## src/rtl/core/ahfr_pkg.sv

```systemverilog
// Shared types and constants of the ASCII hex frame receiver.
package ahfr_pkg;

	localparam int QueueDepthDefault = 4;

	localparam int PosWidth = 13;
	localparam logic [PosWidth-1:0] PosMax = 13'd8191;

	localparam int InfoLenWidth = 12;
	localparam logic [13:0] FrameOverhead = 14'd17;
	localparam logic [13:0] InfoLastPos = 14'd12;

	localparam int PaddrWidth = 3;
	localparam logic RegSelCode = 1'b0;

	typedef enum logic [2:0] {
		ST_OK       = 3'd0,
		ST_CHECKSUM = 3'd1,
		ST_LENGTH   = 3'd2,
		ST_CODE     = 3'd3,
		ST_EMPTY    = 3'd4
	} status_t;

	typedef enum logic {
		KIND_INFO   = 1'b0,
		KIND_STATUS = 1'b1
	} kind_t;

	// Work record from the front part to the back part.
	typedef struct packed {
		kind_t                   kind;
		logic [7:0]              data;
		logic [7:0]              version;
		logic [7:0]              address;
		logic [7:0]              cmd_group;
		logic [7:0]              resp_code;
		logic [InfoLenWidth-1:0] info_len;
		logic                    first_null;
		logic [15:0]             tail_nib;
		logic [15:0]             run_sum;
		logic [PosWidth-1:0]     pos;
	} rec_t;

	// One finished result.
	typedef struct packed {
		kind_t                   kind;
		logic [7:0]              data;
		status_t                 status;
		logic [7:0]              version;
		logic [7:0]              address;
		logic [7:0]              cmd_group;
		logic [7:0]              resp_code;
		logic [InfoLenWidth-1:0] info_len;
	} res_t;

endpackage

```

## src/rtl/core/ahfr_front.sv

```systemverilog
// Front part: takes characters, tracks frame state, issues work records.
module ahfr_front (
	input  logic           clk,
	input  logic           arst_n,
	input  logic           accept,
	input  logic [7:0]     char_code,
	input  logic           frame_end,
	output logic           rec_valid,
	output ahfr_pkg::rec_t rec
);
	import ahfr_pkg::*;

	logic [PosWidth-1:0] pos_q;
	logic [15:0]         sum_q;
	logic [7:0]          tail_q [4];
	logic [15:0]         nib_q;
	logic [3:0]          hold_q;
	logic [7:0]          hdr_q [4];
	logic [15:0]         len_q;
	logic                fnull_q;

	logic [3:0]          h;
	logic                fnull_n;
	logic [15:0]         sum_n;
	logic [15:0]         nib_n;
	logic [3:0]          hold_n;
	logic [7:0]          hdr_n [4];
	logic [15:0]         len_n;
	logic                pos_odd;
	logic                st_en;
	logic [11:0]         st_k;
	logic [7:0]          st_b;
	logic                emit;

	function automatic logic [3:0] hex_value(input logic [7:0] c);
		logic [3:0] v;
		v = 4'd0;
		if (c >= 8'h30 && c <= 8'h39) begin
			v = 4'(c - 8'h30);
		end else if (c >= 8'h41 && c <= 8'h46) begin
			v = 4'(c - 8'h37);
		end else if (c >= 8'h61 && c <= 8'h66) begin
			v = 4'(c - 8'h57);
		end
		return v;
	endfunction

	always_comb begin
		h       = hex_value(char_code);
		fnull_n = (pos_q == '0) ? (char_code == 8'd0) : fnull_q;
		sum_n   = (pos_q >= 13'd5) ? sum_q + {8'd0, tail_q[3]} : sum_q;
		nib_n   = {nib_q[11:0], h};
		pos_odd = pos_q[0];
		hold_n  = (pos_q != '0 && pos_odd) ? h : hold_q;

		// Odd position holds a high nibble; even position completes a byte.
		// A final char on an odd position completes a byte with a zero low nibble.
		st_en = (pos_q != '0) && (!pos_odd || frame_end);
		st_k  = pos_odd ? pos_q[12:1] : pos_q[12:1] - 12'd1;
		st_b  = pos_odd ? {h, 4'd0} : {hold_q, h};

		hdr_n = hdr_q;
		len_n = len_q;
		if (st_en) begin
			if (st_k < 12'd4) begin
				hdr_n[st_k[1:0]] = st_b;
			end else if (st_k == 12'd4) begin
				len_n[15:8] = st_b;
			end else if (st_k == 12'd5) begin
				len_n[7:0] = st_b;
			end
		end

		emit = (pos_q != '0) && !pos_odd && !frame_end && (st_k >= 12'd6) && !fnull_n &&
			({1'b0, pos_q} <= InfoLastPos + {2'd0, len_n[11:0]});

		rec_valid      = accept && (emit || frame_end);
		rec.kind       = frame_end ? KIND_STATUS : KIND_INFO;
		rec.data       = st_b;
		rec.version    = hdr_n[0];
		rec.address    = hdr_n[1];
		rec.cmd_group  = hdr_n[2];
		rec.resp_code  = hdr_n[3];
		rec.info_len   = len_n[11:0];
		rec.first_null = fnull_n;
		rec.tail_nib   = nib_n;
		rec.run_sum    = sum_n;
		rec.pos        = pos_q;
	end

	always_ff @(posedge clk or negedge arst_n) begin
		if (!arst_n) begin
			pos_q   <= '0;
			sum_q   <= '0;
			tail_q  <= '{default: '0};
			nib_q   <= '0;
			hold_q  <= '0;
			hdr_q   <= '{default: '0};
			len_q   <= '0;
			fnull_q <= 1'b0;
		end else if (accept) begin
			if (frame_end) begin
				pos_q   <= '0;
				sum_q   <= '0;
				tail_q  <= '{default: '0};
				nib_q   <= '0;
				hold_q  <= '0;
				hdr_q   <= '{default: '0};
				len_q   <= '0;
				fnull_q <= 1'b0;
			end else begin
				pos_q     <= (pos_q < PosMax) ? pos_q + 13'd1 : pos_q;
				sum_q     <= sum_n;
				tail_q[3] <= tail_q[2];
				tail_q[2] <= tail_q[1];
				tail_q[1] <= tail_q[0];
				tail_q[0] <= char_code;
				nib_q     <= nib_n;
				hold_q    <= hold_n;
				hdr_q     <= hdr_n;
				len_q     <= len_n;
				fnull_q   <= fnull_n;
			end
		end
	end

endmodule

```

## src/rtl/core/ahfr_queue.sv

```systemverilog
// Short queue of work records between the front and back parts.
module ahfr_queue #(
	parameter int Depth = ahfr_pkg::QueueDepthDefault
) (
	input  logic           clk,
	input  logic           arst_n,
	input  logic           wr_en,
	input  ahfr_pkg::rec_t wr_data,
	input  logic           rd_en,
	output ahfr_pkg::rec_t rd_data,
	output logic           full,
	output logic           empty
);
	import ahfr_pkg::*;

	localparam int PtrW = (Depth > 1) ? $clog2(Depth) : 1;
	localparam int CntW = $clog2(Depth + 1);
	localparam logic [PtrW-1:0] PtrLast = PtrW'(Depth - 1);
	localparam logic [CntW-1:0] CntFull = CntW'(Depth);

	rec_t            mem_q [Depth];
	logic [PtrW-1:0] wr_ptr_q;
	logic [PtrW-1:0] rd_ptr_q;
	logic [CntW-1:0] cnt_q;

	assign full    = (cnt_q == CntFull);
	assign empty   = (cnt_q == '0);
	assign rd_data = mem_q[rd_ptr_q];

	always_ff @(posedge clk) begin
		if (wr_en) begin
			mem_q[wr_ptr_q] <= wr_data;
		end
	end

	always_ff @(posedge clk or negedge arst_n) begin
		if (!arst_n) begin
			wr_ptr_q <= '0;
			rd_ptr_q <= '0;
			cnt_q    <= '0;
		end else begin
			if (wr_en) begin
				wr_ptr_q <= (wr_ptr_q == PtrLast) ? '0 : wr_ptr_q + PtrW'(1);
			end
			if (rd_en) begin
				rd_ptr_q <= (rd_ptr_q == PtrLast) ? '0 : rd_ptr_q + PtrW'(1);
			end
			if (wr_en && !rd_en) begin
				cnt_q <= cnt_q + CntW'(1);
			end else if (rd_en && !wr_en) begin
				cnt_q <= cnt_q - CntW'(1);
			end
		end
	end

	a_cnt_bound: assert property (@(posedge clk) disable iff (!arst_n) cnt_q <= CntFull)
		else $error("queue count above depth");
	a_wr_nonempty: assert property (@(posedge clk) disable iff (!arst_n)
		wr_en |=> !empty)
		else $error("queue empty after a write");
	a_no_overrun: assert property (@(posedge clk) disable iff (!arst_n)
		(full && !rd_en) |=> (wr_ptr_q == rd_ptr_q))
		else $error("queue pointers moved apart while full");

endmodule

```

## src/rtl/core/ahfr_back.sv

```systemverilog
// Back part: runs the end-of-frame checks and holds the result register.
module ahfr_back (
	input  logic           clk,
	input  logic           arst_n,
	input  logic [7:0]     normal_code,
	input  ahfr_pkg::rec_t rec,
	input  logic           rec_empty,
	output logic           rec_take,
	input  logic           pop,
	output logic           res_valid,
	output ahfr_pkg::res_t res
);
	import ahfr_pkg::*;

	logic    out_valid_q;
	res_t    out_q;
	res_t    res_n;
	status_t status;
	logic    sum_bad;
	logic    len_bad;

	assign rec_take  = !rec_empty && (!out_valid_q || pop);
	assign res_valid = out_valid_q;
	assign res       = out_q;

	always_comb begin
		sum_bad = (rec.tail_nib + rec.run_sum) != 16'd0;
		len_bad = ({1'b0, rec.pos} + 14'd1) < ({2'd0, rec.info_len} + FrameOverhead);
		priority if (rec.first_null) begin
			status = ST_EMPTY;
		end else if (sum_bad) begin
			status = ST_CHECKSUM;
		end else if (len_bad) begin
			status = ST_LENGTH;
		end else if (rec.resp_code != normal_code) begin
			status = ST_CODE;
		end else begin
			status = ST_OK;
		end

		res_n.kind = rec.kind;
		if (rec.kind == KIND_STATUS) begin
			res_n.data   = 8'd0;
			res_n.status = status;
		end else begin
			res_n.data   = rec.data;
			res_n.status = ST_OK;
		end
		if (rec.kind == KIND_STATUS && rec.first_null) begin
			res_n.version   = 8'd0;
			res_n.address   = 8'd0;
			res_n.cmd_group = 8'd0;
			res_n.resp_code = 8'd0;
			res_n.info_len  = '0;
		end else begin
			res_n.version   = rec.version;
			res_n.address   = rec.address;
			res_n.cmd_group = rec.cmd_group;
			res_n.resp_code = rec.resp_code;
			res_n.info_len  = rec.info_len;
		end
	end

	always_ff @(posedge clk) begin
		if (rec_take) begin
			out_q <= res_n;
		end
	end

	always_ff @(posedge clk or negedge arst_n) begin
		if (!arst_n) begin
			out_valid_q <= 1'b0;
		end else if (rec_take) begin
			out_valid_q <= 1'b1;
		end else if (pop) begin
			out_valid_q <= 1'b0;
		end
	end

	a_hold: assert property (@(posedge clk) disable iff (!arst_n)
		(out_valid_q && !pop) |=> (out_valid_q && $stable(out_q)))
		else $error("result register changed while not taken");
	a_info_status: assert property (@(posedge clk) disable iff (!arst_n)
		(out_valid_q && out_q.kind == KIND_INFO) |-> (out_q.status == ST_OK))
		else $error("info beat carries a status");
	a_empty_hdr: assert property (@(posedge clk) disable iff (!arst_n)
		(out_valid_q && out_q.status == ST_EMPTY) |->
		(out_q.version == 8'd0 && out_q.resp_code == 8'd0 && out_q.info_len == '0))
		else $error("empty frame status with header fields set");

endmodule

```

## src/rtl/core/ascii_hex_frame_receiver_unit.sv

```systemverilog
// Top level of the ASCII hex frame receiver.
//
// Takes one ASCII character per input beat (push/full) of a start-marked hex
// response frame, the end-of-line already stripped, with frame_end high on the
// last character. The start marker is skipped; the hex pairs after it give
// version, address, command group, response code and a 16-bit length word
// whose low 12 bits are the info length. Info bytes come out as they decode,
// one result beat each (result_kind 0); a byte completed by the final
// character is not sent. The final character yields one status beat
// (result_kind 1): checksum first, then frame length (at least info length
// plus 17), then response code against normal_response_code; a frame that
// starts with a NUL character reports empty frame with the header fields at
// zero. Invalid hex digits count as zero. The block takes one character every
// cycle while full is low; each result passes through the record queue and
// the output register. The record queue (QueueDepth entries, four by default)
// sits between the character decoder and the check/output stage, so full only
// rises when results back up on the output side. normal_response_code sits at
// byte address 0 of the APB port; write it only while no frame is in progress.
module ascii_hex_frame_receiver_unit #(
	parameter int QueueDepth = ahfr_pkg::QueueDepthDefault
) (
	input  logic                            clk,
	input  logic                            arst_n,
	// character input
	input  logic                            push,
	output logic                            full,
	input  logic [7:0]                      char_code,
	input  logic                            frame_end,
	// result output
	output logic                            empty,
	input  logic                            pop,
	output logic                            result_kind,
	output logic [7:0]                      info_byte,
	output logic [2:0]                      frame_status,
	output logic [7:0]                      version,
	output logic [7:0]                      address,
	output logic [7:0]                      command_group,
	output logic [7:0]                      response_code,
	output logic [ahfr_pkg::InfoLenWidth-1:0] info_length,
	// configuration
	input  logic                            psel,
	input  logic                            penable,
	input  logic                            pwrite,
	input  logic [ahfr_pkg::PaddrWidth-1:0] paddr,
	input  logic [31:0]                     pwdata,
	output logic [31:0]                     prdata,
	output logic                            pready
);
	import ahfr_pkg::*;

	logic       accept;
	logic       rec_valid;
	rec_t       front_rec;
	rec_t       queue_rec;
	logic       queue_full;
	logic       queue_empty;
	logic       rec_take;
	logic       res_valid;
	res_t       res;
	logic [7:0] normal_code_q;

	// Accept a character whenever the record queue has room.
	assign accept = push && !full;
	assign full   = queue_full;

	ahfr_front u_front (
		.clk       (clk),
		.arst_n    (arst_n),
		.accept    (accept),
		.char_code (char_code),
		.frame_end (frame_end),
		.rec_valid (rec_valid),
		.rec       (front_rec)
	);

	ahfr_queue #(
		.Depth (QueueDepth)
	) u_queue (
		.clk     (clk),
		.arst_n  (arst_n),
		.wr_en   (rec_valid),
		.wr_data (front_rec),
		.rd_en   (rec_take),
		.rd_data (queue_rec),
		.full    (queue_full),
		.empty   (queue_empty)
	);

	ahfr_back u_back (
		.clk         (clk),
		.arst_n      (arst_n),
		.normal_code (normal_code_q),
		.rec         (queue_rec),
		.rec_empty   (queue_empty),
		.rec_take    (rec_take),
		.pop         (pop),
		.res_valid   (res_valid),
		.res         (res)
	);

	// Drive the result ports from the output register.
	assign empty         = !res_valid;
	assign result_kind   = res.kind;
	assign info_byte     = res.data;
	assign frame_status  = res.status;
	assign version       = res.version;
	assign address       = res.address;
	assign command_group = res.cmd_group;
	assign response_code = res.resp_code;
	assign info_length   = res.info_len;

	// APB register: one word, address bit 2 selects it; low bits are ignored.
	assign pready = 1'b1;
	assign prdata = (paddr[2] == RegSelCode) ? {24'd0, normal_code_q} : 32'd0;

	always_ff @(posedge clk or negedge arst_n) begin
		if (!arst_n) begin
			normal_code_q <= 8'd0;
		end else if (psel && penable && pwrite && pready && paddr[2] == RegSelCode) begin
			normal_code_q <= pwdata[7:0];
		end
	end

endmodule

```

## config.mk

```make
export PLATFORM = sky130hd
export DESIGN_NAME = ascii_hex_frame_receiver_unit
export DESIGN_NICKNAME = d
export VERILOG_FILES = /design/src/rtl/core/ahfr_pkg.sv /design/src/rtl/core/ahfr_front.sv /design/src/rtl/core/ahfr_queue.sv /design/src/rtl/core/ahfr_back.sv /design/src/rtl/core/ascii_hex_frame_receiver_unit.sv
export SDC_FILE = /design/constraint.sdc
export NUM_CORES = 1
export LEC_CHECK = 0
export ABC_CLOCK_PERIOD_IN_PS = 9300
export BUFFER_PORTS_ARGS = -buffer_cell sky130_fd_sc_hd__clkbuf_2
export CAP_MARGIN = 15
export CORE_ASPECT_RATIO = 1.25
export CORE_MARGIN = 3
export CORE_UTILIZATION = 55
export DETAILED_ROUTE_END_ITERATION = 16
export PLACE_DENSITY = 0.69
export SLEW_MARGIN = 20
export SYNTH_ARGS = -nofsm -noshare
export SYNTH_HDL_FRONTEND = slang
export SYNTH_SLANG_ARGS = --single-unit
```

## constraint.sdc

```tcl
create_clock -name clk -period 9.3 [get_ports clk]
set_input_delay 1.395 -clock clk [delete_from_list [all_inputs] [get_ports clk]]
set_output_delay 1.395 -clock clk [all_outputs]
set_load 0.01 [all_outputs]
```

* Yosys cells after proc, flatten, opt, wreduce, memory -nomap -nowiden
Memory sizes are Yosys's and may differ from the RTL's. Cells that the tools add are included.
Operators by class: mux-type cells 41, order comparisons 14, reduce and logical (&&, ||, !) cells 44, $add $sub $neg 14, bitwise gates (word level) 3, eq/ne operators 6
Operators with widths (number):
- $mux W32 | 4
- $mux W12 | 5
- $mux W8 | 5
- $bwmux W32 | 1
- $mux W16 | 2
- $mux W13 | 2
- $eq A12 B3 Y1 const B | 2
- $mux W4 | 6
- $logic_and A1 B1 Y1 | 20
- $add A16 B16 Y16 | 1
- $add A16 B8 Y16 | 1
- $demux W8 S2 | 1
- $ge A8 B7 Y1 const B | 2
- $le A8 B7 Y1 const B | 2
- $reduce_bool A16 Y1 | 1
- $mux W3 | 5
- $add A13 B1 Y14 const B | 1
- $le A13 B14 Y1 | 1
- $lt A14 B14 Y1 | 1
- $add A12 B5 Y13 const B | 1
- $add A13 B1 Y13 const B | 1
- $add A4 B12 Y13 const A | 1
- $ge A13 B3 Y1 const B | 1
- $logic_not A13 Y1 | 1
- 29 further kinds | 54
Storage, ports and cells: output and inout bits 91, bits in writable memories 396, memories kept 1, logic and storage cells 152, bits in registers 194
Memories:
- u_queue.mem_q | depth 4, bits a word 99, read ports 1, clocked after Yosys merged registers in 0, write ports 1, line ahfr_queue.sv:21 | rec_t mem_q [Depth];

* Logic depth before layout (Yosys ltp)
Gate-level depths: netlist (run 1).
depth after elaboration 19, mapped depth 26

* Modules after synthesis
A second synthesis (run 1) with hierarchy kept.
Second synthesis, totals: cells, all modules 1725, area, all modules 26449.1 sq um
By module, submodules not included:
- ahfr_queue | area an instance 14707.9 sq um, instances 1, cells each 554
- ahfr_front | area an instance 7505.9 sq um, instances 1, cells each 790
- ahfr_back | area an instance 3646.0 sq um, instances 1, cells each 327
- ascii_hex_frame_receiver_unit | area an instance 589.3 sq um, instances 1, cells each 54

* Worst setup path after synthesis (run 1)
No wires, ideal clock.
path kind input -> register, from input port char_code[3], to memory u_queue.mem_q[0][0] in the netlist's numbering (enable), required time 8.831 ns, setup time 0.469 ns, stages 16, arrival time 7.740 ns, setup slack 1.091 ns, cells stage by stage buf_2 or4b_4 nor4b_1 nor3_1 nor2_1 clkbuf_1 mux2i_1 ha_1 or4_1 or3_1 ha_1 a2111oi_0 o211a_1 o2111ai_1 a21oi_1 and2_1
RTL lines:
- start, declared | line ascii_hex_frame_receiver_unit.sv:27 | input logic [7:0] char_code,
- end, declared | line ahfr_queue.sv:21

* Worst setup path in the final report (run 1)
from register u_front.pos_q[2], to memory u_queue.mem_q[1][28] in the netlist's numbering (enable)
On the way: longest elaborated chain between the ends 14, elaborated cells between the ends (all ways) 27, those cells by class add/sub (2); order compare (3); eq/ne (2); mux (9); reduce/logical (11)
RTL lines:
- start, declared | line ahfr_front.sv:13 | logic [PosWidth-1:0] pos_q;
- start signal, assigned | line ahfr_front.sv:112 | pos_q <= (pos_q < PosMax) ? pos_q + 13'd1 : pos_q;
- parallel branches: the longest is 9 deep, another holds $le A13 B14 Y1
- $logic_and A1 B1 Y1 (*) | line ahfr_front.sv:74 | emit = (pos_q != '0) && !pos_odd && !frame_end && (st_k >= 12'd6) && !fnull_n &&
- $logic_or A1 B1 Y1 (*) | line ahfr_front.sv:77 | rec_valid = accept && (emit || frame_end);
- $logic_and A1 B1 Y1 (*) | line ahfr_front.sv:77
- named net rec_valid | line ascii_hex_frame_receiver_unit.sv:52 | logic rec_valid;
- $mux W1 (*) | line ahfr_queue.sv:31 | if (wr_en) begin
- $mux W1 (implied by the code) (*) | line ahfr_queue.sv:32 | mem_q[wr_ptr_q] <= wr_data;
Mark *: on every way through the listed nets, which the timed path passes.

==> flow_summary.ini, run 1 <==
[routing]
drc_errors = 0
vias_per_cell = 5.86
routed_wl_um = 53500
postRouteAntennaNets = 0
drtIter0Drc = 949
wl_per_cell_um = 20.9
vias = 15000
first_pass_iters = 5

[power]
comb_power_share_pct = 33.9
p_leak_nw = 10.9
power.density_mw_per_mm2 = 316
power.switching_mw = 3.07
seq_power_share_pct = 42.0
power_switching_share_pct = 33.4
ir_worst_vdd_uv = 200
clockPowerShare_pct = 24.1
intPower_mw = 6.13

[setup_path]
worstSetupEndpointType = flip-flop
worstSetupPathType = reg -> reg
arrival_ns = 7.99
cp_max_fo = 58
r2r_slack_ns = 1.58
required_ns = 9.57
worst_setup_path_start_kind = flip-flop

[sta]
finalHoldViolations = 0
fin_ws_ns = 1.58
worst_clock_skew_ns = 0.0181
fin_crit_sh_pct = 83.0
slew_viol_final = 0
rsz0062_at_grt = false
setup_violations = 0
relSlewSlack_pct = 27.5
fin_setup_tns_ns = 0
timing.final.crit_period_ns = 7.72
tightest_slew_ns = 1.08
fmax_mhz = 130

[final_layout]
area_delta_synth_final_pct = 10.9
regArea_mm2 = 0.0170
post-route-cell-area_mm2 = 0.0291
drive_gt1_share_pct = 19.8
num-nets-final = 1998
multiInputGateArea_mm2 = 0.00860
fill_cells = 3485
n_antenna_cell = 0

[grt]
grt-ovfl-total = 0
antenna_found_initial = 0
grt_usage_pct = 21.6
use_met1_pct = 27.6
grt_pass1_wl_um = 85800
gr-max-usage-layer = met2
grt_pass1_vias = 15600
met2_usage_pct = 37.8
grt_util_met3_pct = 3.68
grt_max_degree = 106

[place]
pre_cts_ws_ns = 1.28
port_buffers = 90
gp_congestion = 0.812
hpwl_um = 33300
place_area_mm2 = 0.0273

[cts]
cts_buffer_depth = 3
cts_tree = yes
cts_resized = 0
h-tree-depth = 2
clkTransAtPathRegs_ns = 0.06
post-cts-setup-buffers = 0
holdBufCountCts = 0
root_buffer = clkbuf_16
clkLatencyLatePin_ns = 0.62
cts_buffers = 57
cts_num_sinks = 590

[yosys]
syn_inst = 1788
syn_area_mm2 = 0.0262
avgSynthCellArea_um2 = 14.7
async_flop_share_pct = 23.4
synth-simple-area-share_pct = 8.83
synth-compound-area-share_pct = 6.54
synth-seq-cells = 590
yosysSeqAreaShare_pct = 64.9
muxShareOfSynthArea_pct = 11.3
synth-xor-area-share_pct = 2.27
synth_cell_types = 81
synthFlopType = edfxtp_1
yosys_warnings = 0
synth_fa_ha_area_share_pct = 3.38
synth_edf_count = 452
synth_top_family_by_area = multiplexers

[floorplanning]
die_h_um = 250
ios = 142
start_util_pct = 56.2
core_area_mm2 = 0.0467
die-area_mm2 = 0.0504
die_x_um = 201
rows = 88

[run]
max-cap-violations = 0

[min_path]
hold_path_class = reg -> reg

[outcome]
outcome = finished, final reports clean
path summary, 6_finish.rpt:
| kind | startpoint | end | cells after the start |
|---|---|---|---|
| worst max-delay path | u_front.pos_q[2]$_DFFE_PN0P_ | u_queue.mem_q[1][28]$_DFFE_PP_ | 18 |
| worst min-delay path | u_front.tail_q[18]$_DFFE_PN0P_ | u_front.tail_q[18]$_DFFE_PN0P_ | 2 |
| worst max register to register | u_front.pos_q[2]$_DFFE_PN0P_ | u_queue.mem_q[1][28]$_DFFE_PP_ | 18 |
| worst min register to register | u_front.tail_q[18]$_DFFE_PN0P_ | u_front.tail_q[18]$_DFFE_PN0P_ | 2 |
| max in group asynchronous | arst_n | u_queue.rd_ptr_q[1]$_DFFE_PN0P_ | 2 |
| min in group asynchronous | arst_n | u_front.hdr_q[17]$_DFFE_PN0P_ | 1 |
cells in the mapped netlist, types with 3 or more instances:
cell | count | area share [%]
a211oi_1 | 5 | 0.14
a21boi_0 | 5 | 0.14
a21o_1 | 8 | 0.23
a21oi_1 | 48 | 0.92
a22o_1 | 10 | 0.33
a22oi_1 | 33 | 0.94
a31oi_1 | 3 | 0.072
and2_1 | 10 | 0.24
and3_1 | 13 | 0.31
buf_1 | 4 | 0.057
buf_2 | 14 | 0.27
buf_4 | 27 | 0.77
clkbuf_1 | 59 | 0.84
dfrtp_1 | 138 | 13
edfxtp_1 | 452 | 52
fa_1 | 3 | 0.23
ha_1 | 66 | 3.1
inv_1 | 44 | 0.63
mux2_2 | 49 | 2.1
mux2i_1 | 20 | 0.76
mux4_2 | 98 | 8.4
nand2_1 | 181 | 2.6
nand2b_1 | 5 | 0.12
nand3_1 | 28 | 0.53
nand3_2 | 3 | 0.11
nand4_1 | 15 | 0.36
nor2_1 | 70 | 1.0
nor2b_1 | 66 | 1.6
nor3_1 | 18 | 0.34
nor3b_1 | 6 | 0.17
nor4_1 | 8 | 0.19
nor4b_1 | 4 | 0.13
o2111ai_1 | 3 | 0.10
o21a_1 | 4 | 0.11
o21ai_0 | 130 | 2.5
o21bai_1 | 3 | 0.086
o31ai_1 | 3 | 0.086
or3_1 | 7 | 0.17
or4_1 | 3 | 0.086
xnor2_1 | 48 | 1.6
xor2_1 | 20 | 0.67
layout make-up:
cell class	count	share of cell area, %
multi-input combinational	1069	29.5
inverter	44	0.568
timing repair buffer	116	2.41
tap	630	2.71
clock buffer	77	5.30
clock inverter	31	0.920
sequential	590	58.5
kinds of logic after synthesis:
group	Yosys count
muxes	167
AOI/OAI and AO/OA	281
adders and majority gates	69
buffers and inverters	152
DFF	590
other	2
xor gates and xnor gates	68
and+or+nand+nor	459
flip-flops by register name (all words and copies together) (netlist names):
signal / cells
u_front.sum_q: 16
u_front.hdr_q: 32
u_queue.cnt_q: 3
u_front.fnull_q: 1
u_back.res_valid: 1
u_queue.wr_ptr_q: 2
u_back.res: 56
u_front.len_q: 12
u_front.hold_q: 4
u_front.tail_q: 32
u_queue.rd_ptr_q: 2
u_queue.mem_q: 396
u_front.pos_q: 13
u_front.nib_q: 12
normal_code_q: 8
cell usage in the layout (no fill, tap or decap), types with 49 or more instances in the layout:
master,count
edfxtp_1,452
nand2_1,180
dfrtp_1,136
o21ai_0,130
mux4_2,98
clkbuf_2,89
nor2_1,70
nor2b_1,66
ha_1,66
clkbuf_16,58
mux2_2,49
power groups by stage:
stage	clock [mW]	combinational, mW	sequential (mW)
after floorplan	0	2.31	3.85
after global placement	0	3.08	3.89
after detailed placement	0	3.14	3.92
after CTS	2.27	3.17	3.87
after global routing	2.37	3.46	3.93
final	2.22	3.12	3.86
per-stage QoR:
stage	util [%]	cells	hold WS (ns)	power (mW)
after global routing	62.3	2557	0.515	9.76
after detailed placement	58.4	2449	0.470	7.07
after CTS	62.3	2557	0.484	9.31
final	62.3	2557	0.479	9.20
after global placement	58.4	2449	0.461	6.97
after floorplan	-	1811	0.449	6.16
metal layers:
metal | wire, um | vias to the layer above | share of wire (%)
met5 | 0 | - | 0
met4 | 1670 | 0 | 3.1
met1 | 21700 | 7625 | 41
met2 | 27700 | 337 | 52
met3 | 2390 | 114 | 4.5
li1 | - | 6897 | -
critical path: stages, from the launching register on:
cell and delay (ns):
dfrtp_1 0.60, inv_1 0.16, ha_1 0.27, or3b_4 0.44, o21ai_0 0.16, a31oi_1 0.17
nor4b_4 0.59, nand3_1 0.61, mux2i_1 0.32, ha_1 0.29, or4_1 0.57, or3_1 0.35
ha_1 0.22, a2111oi_0 0.37, o211a_1 0.22, o2111ai_1 0.17, a21oi_1 0.67, and2_4 0.70
buf_12 0.39
(Power assumes the default switching activity.)
==> inputs of run 2 (changes only) <==
--- a/config.mk
+++ b/config.mk
@@ -5,7 +5,7 @@
 export SDC_FILE = /design/constraint.sdc
 export NUM_CORES = 1
 export LEC_CHECK = 0
-export ABC_CLOCK_PERIOD_IN_PS = 9300
+export ABC_CLOCK_PERIOD_IN_PS = 7200
 export BUFFER_PORTS_ARGS = -buffer_cell sky130_fd_sc_hd__clkbuf_2
 export CAP_MARGIN = 15
 export CORE_ASPECT_RATIO = 1.25
==> constraint.sdc (replaced) <==
create_clock -name clk -period 7.2 [get_ports clk]
set_input_delay 1.08 -clock clk [delete_from_list [all_inputs] [get_ports clk]]
set_output_delay 1.08 -clock clk [all_outputs]
set_load 0.01 [all_outputs]
==> flow_summary.ini, run 2 (synthesized netlist as in run 1, its figures left out) <==
[final_layout]
top_register = u_queue.mem_q
area_delta_synth_final_pct = 11.2
fill_cells = 3508
instances_no_fill = 2566
layout_common_cells = edfxtp_1, nand2_1, dfrtp_1, o21ai_0, mux4_2
n_antenna_cell = 0
drive_gt1_share_pct = 19.8
num-nets-final = 2009
layout_commonest_cell = edfxtp_1
largest_register_ffs = 396

[sta]
worst_clock_skew_ns = 0.0347
fin_setup_tns_ns = 0
timing.final.crit_period_ns = 6.50
finalHoldViolations = 0
relSlewSlack_pct = 28.3
fmax_mhz = 154
rsz0062_at_grt = false
tightest_slew_ns = 1.07
slew_viol_final = 0
setup_violations = 0
fin_crit_sh_pct = 90.3

[place]
dp_cells = 2461
gp_congestion = 0.845
hpwl_um = 33400
port_buffers = 90

[power]
p_leak_nw = 11.0
power.switching_mw = 3.97
comb_power_share_pct = 34.8
power.density_mw_per_mm2 = 408
power_switching_share_pct = 33.3
clockPowerShare_pct = 23.7
intPower_mw = 7.94
seq_power_share_pct = 41.6
ir_worst_vdd_uv = 277

[setup_path]
cp_max_fo = 11
r2r_slack_ns = 0.70
r2r_end = u_queue.cnt_q[2]$_DFFE_PN0P_
worst_setup_path_start_kind = flip-flop
reg2reg_depth = 25
arrival_ns = 7.05
worstSetupEndpointType = flip-flop
r2r-start = u_front.pos_q[1]$_DFFE_PN0P_
required_ns = 7.75
worstSetupPathType = reg -> reg

[min_path]
hold_path_end = u_front.tail_q[24]$_DFFE_PN0P_
hold_path_class = reg -> reg
whs_path_depth = 2
worstHoldStart = u_front.tail_q[24]$_DFFE_PN0P_

[cts]
clkTransAtPathRegs_ns = 0.06
cts_resized = 0
cts_buffers = 56
cts_buffer_depth = 3
cts_tree = yes
root_buffer = clkbuf_16
clkLatencyLatePin_ns = 0.63
holdBufCountCts = 0
post-cts-setup-buffers = 0
cts_num_sinks = 590
h-tree-depth = 2

[grt]
grt_pass1_wl_um = 85400
grt_usage_pct = 21.6
grt_max_degree = 88
antenna_found_initial = 0
grt-ovfl-total = 0
grt_pass1_vias = 15600

[routing]
first_pass_iters = 5
vias = 15000
drc_errors = 0
vias_per_cell = 5.86
postRouteAntennaNets = 0
routed_wl_um = 53500
drtIter0Drc = 870
wl_per_cell_um = 20.8

[floorplanning]
ios = 142
die_x_um = 201
core_area_mm2 = 0.0467
die-area_mm2 = 0.0504
die_h_um = 250
rows = 88
start_util_pct = 56.2

[run]
max-cap-violations = 0

[outcome]
outcome = finished, final reports clean
-- run 2: cell types whose count changed in the layout (fill, tap and decap cells not counted), sizes merged --
| cell | change |
|---|---|
| clkbuf | +3 |
| buf | +12 |
| inv | -2 |
| clkinv | -2 |
| clkinvlp | -2 |
-- run 2: worst max-delay path by stage --
stage                                      start                            end  slack (ns)  cells after the start
finish              u_front.pos_q[1]$_DFFE_PN0P_   u_queue.cnt_q[2]$_DFFE_PN0P_        0.70                     25
global route        u_front.pos_q[1]$_DFFE_PN0P_   u_queue.cnt_q[2]$_DFFE_PN0P_        0.19                     25
CTS                 u_front.pos_q[1]$_DFFE_PN0P_   u_queue.cnt_q[2]$_DFFE_PN0P_        0.71                     25
detailed placement                  char_code[3]   u_queue.cnt_q[2]$_DFFE_PN0P_        0.74                     22
global placement    u_front.pos_q[1]$_DFFE_PN0P_   u_queue.cnt_q[2]$_DFFE_PN0P_        0.89                     25
floorplan                           char_code[3]  u_queue.mem_q[0][0]$_DFFE_PP_        0.38                     16
-- run 2: area by class of cell --
cell class / count / area (um2) / share of cell area [%]
sequential: 590 / 17000 / 58.4
multi-input combinational: 1069 / 8600 / 29.5
tap: 630 / 788 / 2.70
clock inverter: 25 / 220 / 0.755
timing repair buffer: 128 / 817 / 2.80
clock buffer: 80 / 1550 / 5.32
inverter: 44 / 165 / 0.566
-- run 2: routing by layer --
| metal | vias up | global-route usage [%] | share of wire (%) |
|---|---|---|---|
| met2 | 337 | 38.3 | 52 |
| met3 | 95 | 2.91 | 4.0 |
| li1 | 6919 | - | - |
| met1 | 7684 | 27.9 | 41 |
| met5 | - | 0 | 0 |
| met4 | 0 | 6.48 | 2.6 |
-- run 2: stage by stage --
stage	hold slack (ns)	total power [mW]	utilization [%]	worst slack [ns]	instance area (um2)
after floorplan	0.449	7.94	-	0.385	26300
after global placement	0.466	9.07	58.7	0.892	27400
after detailed placement	0.470	9.18	58.7	0.744	27400
after CTS	0.483	12.0	62.5	0.714	29200
after global routing	0.516	12.6	62.5	0.187	29200
final	0.476	11.9	62.5	0.698	29200
-- run 2: power by group through the flow --
| stage | Sequential, mW | Combinational, mW | Clock, mW |
|---|---|---|---|
| detailed placement | 5.03 | 4.15 | 0 |
| global placement | 4.99 | 4.08 | 0 |
| CTS | 4.96 | 4.18 | 2.88 |
| floorplan | 4.95 | 2.99 | 0 |
| finish | 4.95 | 4.14 | 2.82 |
| global route | 5.04 | 4.55 | 3.01 |
-- run 2: critical path: stages, from the launching register on --
cell and delay (ns):
dfrtp_1 0.51, inv_1 0.23, ha_1 0.29, or3b_4 0.44, o21ai_0 0.16, a31oi_1 0.18, nor4b_4 0.29, buf_4 0.21
nand3_1 0.24, mux2i_1 0.20, buf_4 0.16, ha_1 0.22, or4_1 0.56, or3_1 0.34, ha_1 0.21, a2111oi_0 0.37
o211a_1 0.23, o2111ai_1 0.12, a21oi_1 0.19, buf_4 0.20, ha_1 0.20, inv_1 0.06, fa_1 0.38, xor2_1 0.17
nor2_1 0.11, xor2_1 0.16
